--- config.mk ---
export PLATFORM = sky130hd
export DESIGN_NAME = lfr_ctrl
export DESIGN_NICKNAME = d
export VERILOG_FILES = /design/src/design/lfr_pkg.sv /design/src/design/lfr_ctrl.sv
export SDC_FILE = /design/constraint.sdc
export NUM_CORES = 1
export LEC_CHECK = 0
export BUFFER_PORTS_ARGS = -buffer_cell sky130_fd_sc_hd__buf_2
export CAP_MARGIN = 30
export CORE_MARGIN = 3
export CORE_UTILIZATION = 39
export DETAILED_ROUTE_END_ITERATION = 10
export PLACE_DENSITY_LB_ADDON = 0.2
export SLEW_MARGIN = 20
export SYNTH_ARGS = -nofsm -noshare
export SYNTH_HDL_FRONTEND = slang
export SYNTH_SLANG_ARGS = --single-unit
--- constraint.sdc ---
create_clock -name clk -period 4.5 [get_ports clk]
set_input_delay 0 -clock clk [delete_from_list [all_inputs] [get_ports clk]]
set_output_delay 0 -clock clk [all_outputs]
set_load 0.005 [all_outputs]
--- src/design/lfr_pkg.sv ---
// Shared types, codes and constants for the line fit block.
package lfr_pkg;

    localparam int MAX_POINTS = 256;
    localparam int DIV_W      = 84;

    localparam logic [1:0] KIND_ADD = 2'd0;
    localparam logic [1:0] KIND_FIT = 2'd1;
    localparam logic [1:0] KIND_RES = 2'd2;

    localparam logic       RKIND_FIT = 1'b0;
    localparam logic       RKIND_RES = 1'b1;

    localparam logic [1:0] ST_OK    = 2'd0;
    localparam logic [1:0] ST_DEGEN = 2'd1;
    localparam logic [1:0] ST_DROP  = 2'd2;
    localparam logic [1:0] ST_NOFIT = 2'd3;

    typedef struct packed {
        logic [1:0]          kind;
        logic signed [23:0]  x_coord;
        logic signed [23:0]  y_coord;
    } in_item_t;

    typedef struct packed {
        logic                result_kind;
        logic signed [31:0]  slope;
        logic signed [23:0]  intercept;
        logic signed [23:0]  residual;
        logic [8:0]          points_used;
        logic [1:0]          status;
    } out_item_t;

    typedef enum logic [4:0] {
        OP_IDLE,
        OP_LOAD,
        OP_ACC1,
        OP_ACC2,
        OP_FIT1,
        OP_FIT2,
        OP_FIT3,
        OP_DIV_SLOPE,
        OP_SLOPE,
        OP_OFF1,
        OP_OFF2,
        OP_DIV_OFF,
        OP_EMIT_FIT,
        OP_EMIT_DEGEN,
        OP_RES1,
        OP_RES2,
        OP_RES3,
        OP_DIV_RES,
        OP_EMIT_RES,
        OP_EMIT_NOLINE
    } op_t;

    typedef struct packed {
        logic [1:0] kind;
        logic       line_valid;
        logic       degen;
        logic       div_done;
        logic       sqrt_done;
    } stat_t;

endpackage

--- src/design/lfr_ctrl.sv ---
// Controller: sequences load, accumulate, fit and residual steps.
module lfr_ctrl (
    input  logic            clk,
    input  logic            rst_n,
    input  logic            start,
    input  lfr_pkg::stat_t  stat,
    output lfr_pkg::op_t    op,
    output logic            busy
);

    typedef enum logic [4:0] {
        S_IDLE, S_DECODE, S_ACC1, S_ACC2,
        S_FIT1, S_FIT2, S_FIT_CHK, S_FIT3, S_FIT4, S_SL_WAIT, S_SLOPE,
        S_OFF1, S_OFF2, S_OFF3, S_OFF_WAIT, S_FIT_OUT, S_FIT_DG,
        S_RES1, S_RES2, S_RES3, S_RES_SQW, S_RES4, S_RES_DW, S_RES_OUT, S_RES_NL
    } state_t;

    state_t state_reg, state_next;
    logic   busy_reg;

    always_comb
    begin
        state_next = state_reg;
        op         = lfr_pkg::OP_IDLE;
        unique case (state_reg)
            S_IDLE:
            begin
                if (start)
                begin
                    op         = lfr_pkg::OP_LOAD;
                    state_next = S_DECODE;
                end
            end
            S_DECODE:
            begin
                case (stat.kind)
                    lfr_pkg::KIND_ADD: state_next = S_ACC1;
                    lfr_pkg::KIND_FIT: state_next = S_FIT1;
                    lfr_pkg::KIND_RES: state_next = stat.line_valid ? S_RES1 : S_RES_NL;
                    default:           state_next = S_IDLE;
                endcase
            end
            S_ACC1:
            begin
                op         = lfr_pkg::OP_ACC1;
                state_next = S_ACC2;
            end
            S_ACC2:
            begin
                op         = lfr_pkg::OP_ACC2;
                state_next = S_IDLE;
            end
            S_FIT1:
            begin
                op         = lfr_pkg::OP_FIT1;
                state_next = S_FIT2;
            end
            S_FIT2:
            begin
                op         = lfr_pkg::OP_FIT2;
                state_next = S_FIT_CHK;
            end
            S_FIT_CHK:
            begin
                state_next = stat.degen ? S_FIT_DG : S_FIT3;
            end
            S_FIT3:
            begin
                op         = lfr_pkg::OP_FIT3;
                state_next = S_FIT4;
            end
            S_FIT4:
            begin
                op         = lfr_pkg::OP_DIV_SLOPE;
                state_next = S_SL_WAIT;
            end
            S_SL_WAIT:
            begin
                if (stat.div_done)
                    state_next = S_SLOPE;
            end
            S_SLOPE:
            begin
                op         = lfr_pkg::OP_SLOPE;
                state_next = S_OFF1;
            end
            S_OFF1:
            begin
                op         = lfr_pkg::OP_OFF1;
                state_next = S_OFF2;
            end
            S_OFF2:
            begin
                op         = lfr_pkg::OP_OFF2;
                state_next = S_OFF3;
            end
            S_OFF3:
            begin
                op         = lfr_pkg::OP_DIV_OFF;
                state_next = S_OFF_WAIT;
            end
            S_OFF_WAIT:
            begin
                if (stat.div_done)
                    state_next = S_FIT_OUT;
            end
            S_FIT_OUT:
            begin
                op         = lfr_pkg::OP_EMIT_FIT;
                state_next = S_IDLE;
            end
            S_FIT_DG:
            begin
                op         = lfr_pkg::OP_EMIT_DEGEN;
                state_next = S_IDLE;
            end
            S_RES1:
            begin
                op         = lfr_pkg::OP_RES1;
                state_next = S_RES2;
            end
            S_RES2:
            begin
                op         = lfr_pkg::OP_RES2;
                state_next = S_RES3;
            end
            S_RES3:
            begin
                op         = lfr_pkg::OP_RES3;
                state_next = S_RES_SQW;
            end
            S_RES_SQW:
            begin
                if (stat.sqrt_done)
                    state_next = S_RES4;
            end
            S_RES4:
            begin
                op         = lfr_pkg::OP_DIV_RES;
                state_next = S_RES_DW;
            end
            S_RES_DW:
            begin
                if (stat.div_done)
                    state_next = S_RES_OUT;
            end
            S_RES_OUT:
            begin
                op         = lfr_pkg::OP_EMIT_RES;
                state_next = S_IDLE;
            end
            S_RES_NL:
            begin
                op         = lfr_pkg::OP_EMIT_NOLINE;
                state_next = S_IDLE;
            end
            default:
            begin
                state_next = S_IDLE;
            end
        endcase
    end

    always_ff @(posedge clk or negedge rst_n)
    begin
        if (!rst_n)
        begin
            state_reg <= S_IDLE;
            busy_reg  <= 1'b0;
        end
        else
        begin
            state_reg <= state_next;
            busy_reg  <= (state_next != S_IDLE);
        end
    end

    assign busy = busy_reg;

    a_busy_match: assert property (@(posedge clk) disable iff (!rst_n)
        busy_reg == (state_reg != S_IDLE))
        else $error("busy does not follow controller state");

    a_accept_busy: assert property (@(posedge clk) disable iff (!rst_n)
        (start && !busy_reg) |=> busy_reg)
        else $error("not busy after accepting an item");

endmodule

==> impl_metrics.env, run 1 <==
export IMPL_cts_tree="built"
export IMPL_clkTransAtPathRegs_ps=40
export IMPL_arrival_ps=2460
export IMPL_pre_cts_slack_ps=2220
export IMPL_grt_pass1_wl_microns=2900
export IMPL_drtPass1Iterations=4
export IMPL_async_reset_ff_frac=1.00
export IMPL_ys_seq_area_frac=0.210
export IMPL_grt_pass1_vias=679
export IMPL_die_w_microns=48.8
export IMPL_cellPowerDensity_nw_per_um2=616
export IMPL_drc_errors=0
export IMPL_largest_register_ffs=5
export IMPL_layout_nets=117
export IMPL_fin_worst_skew_ps=3.76
export IMPL_syn_avg_cell_area_sq_um=7.37
export IMPL_synth_main_ff_cell="dfrtp_1"
export IMPL_dieArea_sq_um=2380
export IMPL_synth_simple_gate_area_share=0.417
export IMPL_multiInputGateArea_sq_um=507
export IMPL_htree_levels=1
export IMPL_syn_nets=106
export IMPL_muxShareOfSynthArea=0
export IMPL_core_area_sq_um=1610
export IMPL_start_util=0.443
export IMPL_rows=14
export IMPL_rsz0062_at_grt="false"
export IMPL_crit_required_ps=4670
export IMPL_antenna_found_initial=0
export IMPL_synth_area_leaders="dfrtp_1 (21%), o21ai_0 (5.6%), nor2_1 (4.7%)"
export IMPL_cts_repair_resized=0
export IMPL_cts_buffers=3
export IMPL_cts_sinks=6
export IMPL_max_vdd_ir_drop_mv=0.288
export IMPL_end_kind="flip-flop"
export IMPL_grt_overflow=0
export IMPL_hold_viol=0
export IMPL_max_stage_delay_ps=650
export IMPL_synthAdderAreaFrac=0
export IMPL_final_instance_count_excl_fill=130
export IMPL_track_usage=0.152
export IMPL_hold_class="in2async"
export IMPL_placed_cell_area_sq_um=768
export IMPL_root_buffer="clkbuf_4"
export IMPL_status="complete, no violations"
export IMPL_yosysWarnings=0
export IMPL_drive_gt1_frac=0.189
export IMPL_worst_slew_pin_slew_ps=709
export IMPL_slew_headroom=0.527
export IMPL_maxCapViolCount=0
export IMPL_vias=742
export IMPL_synth_top_area_share=0.210
export IMPL_syn2layout_area_growth_pct=13.5
export IMPL_clock_latency_ps=240
export IMPL_dpl_hpwl_microns=1130
export IMPL_wirelength_microns=1630
export IMPL_ioPinCount=15
export IMPL_fin_ws_ps=2210
export IMPL_slowest_stage="or4b_4"
export IMPL_drv_slew=0
export IMPL_cp_common_cell="or4b_4"
export IMPL_synth_compound_area_frac=0.256
export IMPL_diodes=0
export IMPL_synth_xor_area_frac=0.0368
export IMPL_setup_tns_ps=0
export IMPL_gp_congestion=0.817
export IMPL_setup_viol=0
export IMPL_seqCellArea_sq_um=150
export IMPL_cp_max_fo=26
export IMPL_synthCells=97
export IMPL_portBuffers=14
export IMPL_min_period_over_period=0.509
export IMPL_synth_top_family_by_area="simple AND/OR/NAND/NOR gates"
export IMPL_vias_per_cell=5.71
export IMPL_postRouteAntennaNets=0
export IMPL_max_freq_ghz=0.437
export IMPL_final_design_area_no_fill_sq_um=811
export IMPL_fillers=178
export IMPL_synth_edf_count=0
export IMPL_die_h_microns=48.8
export IMPL_leakage_uw=0.000322
export IMPL_cp_cell_sequence="or4b_4 -> or4b_4 -> o22ai_1 -> or2_2 -> nand4bb_1"
export IMPL_grt_max_degree=27
export IMPL_yosys_area_top_type="dfrtp_1"
export IMPL_synthesis_area_sq_um=714
export IMPL_ys_ff_latch=6
export IMPL_post_drt_wl_per_cell_microns=12.5
export IMPL_period_needed_ps=2290
export IMPL_place_inst=125
export IMPL_drt_initial_drc_count=14
export IMPL_cts_path_max_buffers=2
export IMPL_startpoint_type="flip-flop"
export IMPL_yosysUniqueCellTypes=43
export IMPL_worstSetupPathType="reg2reg"
metal layers:
| metal | global-route usage | vias up | wire length (microns) |
|---|---|---|---|
| met1 | 0.189 | 340 | 816 |
| met3 | 0.0275 | 2 | 70 |
| li1 | - | 383 | - |
| met4 | 0.0900 | 0 | 10 |
| met5 | 0 | - | 0 |
| met2 | 0.242 | 17 | 734 |
worst paths after layout:
kind,end,depth (start not counted),slack (ps),startpoint
max reg2reg,busy,5,2210,state_reg[1]
max in group asynchronous,state_reg[2],2,4240,rst_n
min reg2reg,state_reg[4],1,900,state_reg[3]
min in group clk,state_reg[3],3,120,stat[4]
max,busy,5,2210,state_reg[1]
min,state_reg[4],2,110,rst_n
critical path, delay by kind of cell, from the launching register on:
family	cells	cell delay (ps)
DFF	1	630
AOI/OAI and AO/OA	1	150
and+or+nand+nor	4	1440
cell usage after synthesis (all sizes together), types with 2 or more instances:
library cell and count:
nand4bb 2, a21oi 6, o22ai 3, or4b 2, buf 4, dfrtp 6
nand3 4, inv 3, nor2 9, nor3b 3, and2 3, o211ai 2
nand4b 2, nand2 4, nor2b 4, clkbuf 6, xor2 2, o21ai 8
nand2b 3
cells in the final DEF, fill, tap and decap left out, types with 3 or more instances in the layout:
cell type  synthesis  final
dfrtp_1            6      6
o22ai_1            3      3
nor2b_1            4      4
nand2_1            4      4
o21ai_0            8      8
nor3b_1            3      3
a21oi_1            6      6
nand3_1            4      4
nor2_1             9      9
clkbuf_4           0      3
buf_2              1     14
inv_1              3      3
nand2b_1           3      3
kinds of logic (layout without fill, tap and decap cells):
| logic type | count (synthesis) | in the layout |
|---|---|---|
| buf+inv | 13 | 22 |
| xor+xnor | 3 | 3 |
| compound gates | 29 | 29 |
| simple gates | 46 | 46 |
| flops | 6 | 6 |
power by group:
part	switching, uW	internal [uW]	leakage, uW
Sequential	99.4	75.0	0.0000731
Combinational	127	151	0.000236
Clock	17.1	30.0	0.0000138
final cells by class:
class | count | share of cell area
well taps | 24 | 0.0370
clock buffers | 3 | 0.0278
flip-flops and latches | 6 | 0.185
inverters | 3 | 0.0139
multi-input cells | 78 | 0.625
repair buffers | 16 | 0.111
through the flow:
step	hold slack, ps	util	power (uW)
2_1_floorplan	-296	-	414
4_1_cts	105	0.503	503
5_1_grt	122	0.503	554
6_report	114	0.503	499
3_5_place_dp	-172	0.477	449
3_3_place_gp	-175	0.477	450
repair_timing:
| item | 4_1_cts | 5_1_grt |
|---|---|---|
| setup endpoints to repair | 0 | 0 |
| hold buffers | 2 | 0 |
| buffers inserted | 0 | 0 |
| hold endpoints to repair | 7 | 0 |
No activity file was read; power rests on OpenSTA's default activity.
==> inputs of run 2 (changes only) <==
--- a/config.mk
+++ b/config.mk
@@ -5,6 +5,7 @@
 export SDC_FILE = /design/constraint.sdc
 export NUM_CORES = 1
 export LEC_CHECK = 0
+export ABC_AREA = 1
 export BUFFER_PORTS_ARGS = -buffer_cell sky130_fd_sc_hd__buf_2
 export CAP_MARGIN = 30
 export CORE_MARGIN = 3
==> constraint.sdc (replaced) <==
create_clock -name clk -period 2.4 [get_ports clk]
set_input_delay 0 -clock clk [delete_from_list [all_inputs] [get_ports clk]]
set_output_delay 0 -clock clk [all_outputs]
set_load 0.005 [all_outputs]
==> run 2 against run 1 <==
Against the previous run: count of clock-buffer cells in the layout unchanged; critical path depth increased by 2; routed wire length increased by 37%; clock power increased by 92%; largest cell class unchanged; largest power group unchanged.
==> impl_metrics.env, run 2 <==
export IMPL_vias_per_cell=5.32
export IMPL_clkTransAtPathRegs_ps=40
export IMPL_synth_edf_count=0
export IMPL_cp_cell_sequence="inv_1 -> nor2_1 -> o21ai_0 -> o21ai_0 -> nor2_1 -> o211ai_1 -> buf_2"
export IMPL_maxUsedRoutingLayer="met4"
export IMPL_post_cts_buffers=0
export IMPL_syn_avg_cell_area_sq_um=5.38
export IMPL_antenna_found_initial=0
export IMPL_postRouteAntennaNets=0
export IMPL_gp_congestion=1.03
export IMPL_cts_repair_resized=0
export IMPL_rows=15
export IMPL_vias=990
export IMPL_clock_latency_ps=240
export IMPL_crit_required_ps=2400
export IMPL_synth_area_leaders="nand2_1 (20%), dfrtp_1 (19%), nor2_1 (13%)"
export IMPL_cts_tree="built"
export IMPL_drt_initial_drc_count=56
export IMPL_startpoint_type="flip-flop"
export IMPL_die_h_microns=50.7
export IMPL_cp_max_fo=13
export IMPL_grt_pass1_vias=894
export IMPL_post_drt_wl_per_cell_microns=12.0
export IMPL_synthCells=145
export IMPL_end_kind="output port"
export IMPL_setup_viol=0
export IMPL_yosysWarnings=0
export IMPL_leakage_uw=0.000533
export IMPL_slew_headroom=0.715
export IMPL_setup_tns_ps=0
export IMPL_wl_met1_microns=928
export IMPL_yosysUniqueCellTypes=21
export IMPL_path_delay_family="flip-flops"
export IMPL_max_stage_delay_ps=600
export IMPL_worstSetupPathType="reg2out"
export IMPL_wirelength_microns=2240
export IMPL_dieArea_sq_um=2570
export IMPL_power_uw=1020
export IMPL_start_util=0.433
export IMPL_drv_slew=0
export IMPL_ioPinCount=15
export IMPL_syn2layout_area_growth_pct=15.9
export IMPL_crit_buf_inv=2
export IMPL_track_usage=0.198
export IMPL_maxCapViolCount=0
export IMPL_syn_nets=154
export IMPL_hold_viol=0
export IMPL_dpl_hpwl_microns=1800
export IMPL_largest_register_ffs=5
export IMPL_fin_worst_skew_ps=1.38
export IMPL_drc_errors=0
export IMPL_final_common_cell="nand2_1"
export IMPL_cts_buffers=3
export IMPL_synth_main_ff_cell="dfrtp_1"
export IMPL_yosys_top_cells_count="nand2_1 (42), nor2_1 (28), nand3_1 (17)"
export IMPL_cellPowerDensity_nw_per_um2=1130
export IMPL_worst_slew_pin_slew_ps=428
export IMPL_arrival_ps=1950
export IMPL_rsz0062_at_grt="false"
export IMPL_cts_sinks=6
export IMPL_grt_pass1_wl_microns=3930
export IMPL_period_needed_ps=1950
export IMPL_htree_levels=1
export IMPL_max_vdd_ir_drop_mv=0.710
export IMPL_grt_overflow=0
export IMPL_root_buffer="clkbuf_4"
export IMPL_layout_nets=172
export IMPL_route_met2_wl_microns=1090
export IMPL_drtPass1Iterations=5
export IMPL_hold_class="in2async"
export IMPL_async_reset_ff_frac=1.00
export IMPL_max_freq_ghz=0.512
export IMPL_grt_max_degree=14
export IMPL_layout_common_cells="nand2_1 (42), nor2_1 (28), nand3_1 (17)"
export IMPL_yosys_area_top_type="nand2_1"
export IMPL_synthesis_area_sq_um=781
export IMPL_slowest_stage="dfrtp_1"
export IMPL_ys_seq_area_frac=0.192
export IMPL_portBuffers=14
export IMPL_status="complete, no violations"
export IMPL_core_area_sq_um=1800
export IMPL_wl_met3_microns=208
export IMPL_drive_gt1_frac=0.205
export IMPL_min_period_over_period=0.814
export IMPL_postCtsHoldBufs=1
export IMPL_synth_most_common_cell="nand2_1"
export IMPL_synth_top_area_share=0.202
export IMPL_ys_ff_latch=6
export IMPL_cts_path_max_buffers=2
export IMPL_diodes=0
export IMPL_die_w_microns=50.7
[run 2: kinds of logic (layout without fill, tap and decap cells)]
logic type,count (synthesis),in the layout,synth area share
flip-flops,6,6,0.192
AND/OR/NAND/NOR,107,107,0.625
AO/OA/AOI/OAI,11,11,0.0785
buffers and inverters,21,37,0.104
[run 2: power breakdown]
part / switching, uW / internal, uW / total [uW]
Combinational: 456 / 245 / 701
Clock: 34.2 / 56.4 / 90.6
Sequential: 86.4 / 147 / 233
Total: 576 / 448 / 1020
[run 2: layout make-up]
cell class	instances	area, sq um
Fill cell	209	897
Clock buffer	3	22.5
Timing Repair Buffer	15	80.1
Multi-Input combinational cell	118	549
Inverter	19	71.3
Tap cell	25	31.3
Sequential cell	6	150
[run 2: path summary, 6_finish.rpt]
| check | depth (start not counted) | slack, ps | start | endpoint |
|---|---|---|---|---|
| max | 7 | 450 | state_reg[4] | op[0] |
| min | 2 | 110 | rst_n | state_reg[2] |
| max reg2reg | 7 | 530 | state_reg[4] | busy |
| min reg2reg | 4 | 810 | state_reg[2] | state_reg[4] |
| max in group asynchronous | 2 | 2150 | rst_n | state_reg[4] |
| min in group clk | 5 | 130 | stat[2] | state_reg[4] |
[run 2: metrics by stage]
| stage | instance area (sq um) | setup WS, ps | hold WS (ps) | utilization | instances |
|---|---|---|---|---|---|
| 2_1_floorplan | 781 | 1060 | -296 | - | 145 |
| 6_report | 905 | 446 | 109 | 0.502 | 186 |
| 5_1_grt | 905 | 154 | 117 | 0.502 | 186 |
| 3_3_place_gp | 872 | 656 | -172 | 0.484 | 182 |
| 3_5_place_dp | 872 | 577 | -170 | 0.484 | 182 |
| 4_1_cts | 905 | 471 | 105 | 0.502 | 186 |
[run 2: layer usage]
| metal | GRT usage | vias to the layer above |
|---|---|---|
| li1 | - | 494 |
| met1 | 0.259 | 437 |
| met2 | 0.328 | 55 |
| met3 | 0.0415 | 4 |
| met4 | 0.0493 | 0 |
| met5 | 0 | - |
==> inputs of run 3 (changes only) <==
==> constraint.sdc (replaced) <==
create_clock -name clk -period 1.7 [get_ports clk]
set_input_delay 0 -clock clk [delete_from_list [all_inputs] [get_ports clk]]
set_output_delay 0 -clock clk [all_outputs]
set_load 0.005 [all_outputs]
==> run 3 against run 2 <==
Against the previous run: cell count increased by 2.7%; flip-flop and latch count is the same; first-iteration DRC count down 14%; utilization increased by 2.9 points; non-clock buffer count is 5 higher; clock power rose by 36%; critical path type unchanged; largest power group unchanged.
==> impl_metrics.env, run 3 (synthesis gave the netlist of run 2 again) <==
export IMPL_post_drt_wl_per_cell_microns=12.4
export IMPL_rows=15
export IMPL_root_buffer="clkbuf_4"
export IMPL_cts_buffers=3
export IMPL_layout_common_cells="nand2_1 (42), nor2_1 (27), nand3_1 (17)"
export IMPL_startpoint_type="flip-flop"
export IMPL_antenna_found_initial=0
export IMPL_diodes=0
export IMPL_max_vdd_ir_drop_mv=1.06
export IMPL_worst_slew_pin_slew_ps=380
export IMPL_rsz0062_at_grt="false"
export IMPL_status="complete, no violations"
export IMPL_wirelength_microns=2360
export IMPL_timing_rr_start="state_reg[0]"
export IMPL_min_period_over_period=0.937
export IMPL_layout_nets=177
export IMPL_cts_sinks=6
export IMPL_final_instance_count_excl_fill=191
export IMPL_slew_headroom=0.746
export IMPL_hold_viol=0
export IMPL_power_share_sequential=0.191
export IMPL_period_needed_ps=1590
export IMPL_clock_power_share=0.079
export IMPL_drv_slew=0
export IMPL_setup_tns_ps=0
export IMPL_grt_pass1_wl_microns=4080
export IMPL_dpl_hpwl_microns=1860
export IMPL_start_util=0.433
export IMPL_gp_congestion=1.00
export IMPL_postRouteAntennaNets=0
export IMPL_place_inst=184
export IMPL_grt_pass1_vias=936
export IMPL_setup_viol=0
export IMPL_drive_gt1_frac=0.271
export IMPL_leakage_uw=0.000558
export IMPL_htree_levels=1
export IMPL_clkTransAtPathRegs_ps=40
export IMPL_sw_frac_of_total=0.544
export IMPL_max_freq_ghz=0.628
export IMPL_grt_max_degree=12
export IMPL_ioPinCount=15
export IMPL_vias_per_cell=5.31
export IMPL_grt_overflow=0
export IMPL_crit_required_ps=1700
export IMPL_clock_latency_ps=230
export IMPL_vias=1015
export IMPL_drtPass1Iterations=4
export IMPL_pre_cts_slack_ps=172
export IMPL_largest_register_ffs=5
export IMPL_maxCapViolCount=0
export IMPL_final_common_cell="nand2_1"
export IMPL_dieArea_sq_um=2570
export IMPL_reg2reg_slack_ps=140
export IMPL_critPathLaunch="state_reg[2]"
export IMPL_cts_path_max_buffers=2
export IMPL_worstSetupPathType="reg2out"
export IMPL_track_usage=0.200
export IMPL_drt_initial_drc_count=48
export IMPL_cellPowerDensity_nw_per_um2=1630
export IMPL_end_kind="output port"
export IMPL_fin_worst_skew_ps=0.316
export IMPL_drc_errors=0
export IMPL_cp_max_fo=10
export IMPL_p_comb_frac=0.731
export IMPL_arrival_ps=1590
export IMPL_power_uw=1560
export IMPL_p_sw_uw=851
export IMPL_die_h_microns=50.7
export IMPL_cts_tree="built"
export IMPL_core_area_sq_um=1800
export IMPL_portBuffers=14
export IMPL_p_int_uw=712
export IMPL_syn2layout_area_growth_pct=22.6
export IMPL_die_w_microns=50.7
export IMPL_hold_class="in2async"
export IMPL_fin_ws_ps=108
## run 3: cell count changes in the layout (fill, tap and decap cells not counted), sizes merged
cell and delta:
buf +5, clkinv -1, inv +1
## run 3: final cells by class
class | count | area [sq um]
sequential | 6 | 154
tap | 25 | 31.3
timing repair buffer | 20 | 118
clock buffer | 3 | 22.5
multi-input combinational | 118 | 561
fill | 203 | 845
inverter | 19 | 71.3
## run 3: final timing paths
kind | end | cells past startpoint
max | op[1] | 6
min | state_reg[4] | 2
max reg2reg | busy | 9
min reg2reg | state_reg[1] | 6
max in group asynchronous | state_reg[3] | 2
min in group clk | state_reg[4] | 5
## run 3: critical path: stages, from the launching register on
cell and delay [ps]:
dfrtp_1 430, inv_2 90, nor2_4 220, a21oi_2 110
or2_2 300, nand4_1 90, buf_2 110
## run 3: what timing repair did
item,in CTS,in global routing
gates resized for setup,0,8
endpoints found under the hold margin,6,0
setup buffers,1,2
hold buffers,1,0
pin swaps,1,1
setup endpoints to repair,1,5
## run 3: layer usage
metal  global-route usage  part of all wire
met5                    0                 0
met4               0.0269                 0
met1                0.269              0.42
met3               0.0178             0.066
met2                0.352              0.51
## run 3: power by group through the flow
stage / clock network, uW / logic (uW) / registers (uW)
after CTS: 129 / 1070 / 291
final: 123 / 1140 / 298
after global placement: 0 / 1050 / 289
after detailed placement: 0 / 1040 / 292
after global routing: 138 / 1270 / 310
after floorplan: 0 / 744 / 282
## run 3: stage by stage
stage | instance area (sq um) | util | hold WS, ps
6_report | 957 | 0.531 | 119
5_1_grt | 957 | 0.531 | 127
4_1_cts | 927 | 0.515 | 115
3_5_place_dp | 887 | 0.492 | -170
3_3_place_gp | 887 | 0.492 | -173
2_1_floorplan | 781 | - | -296
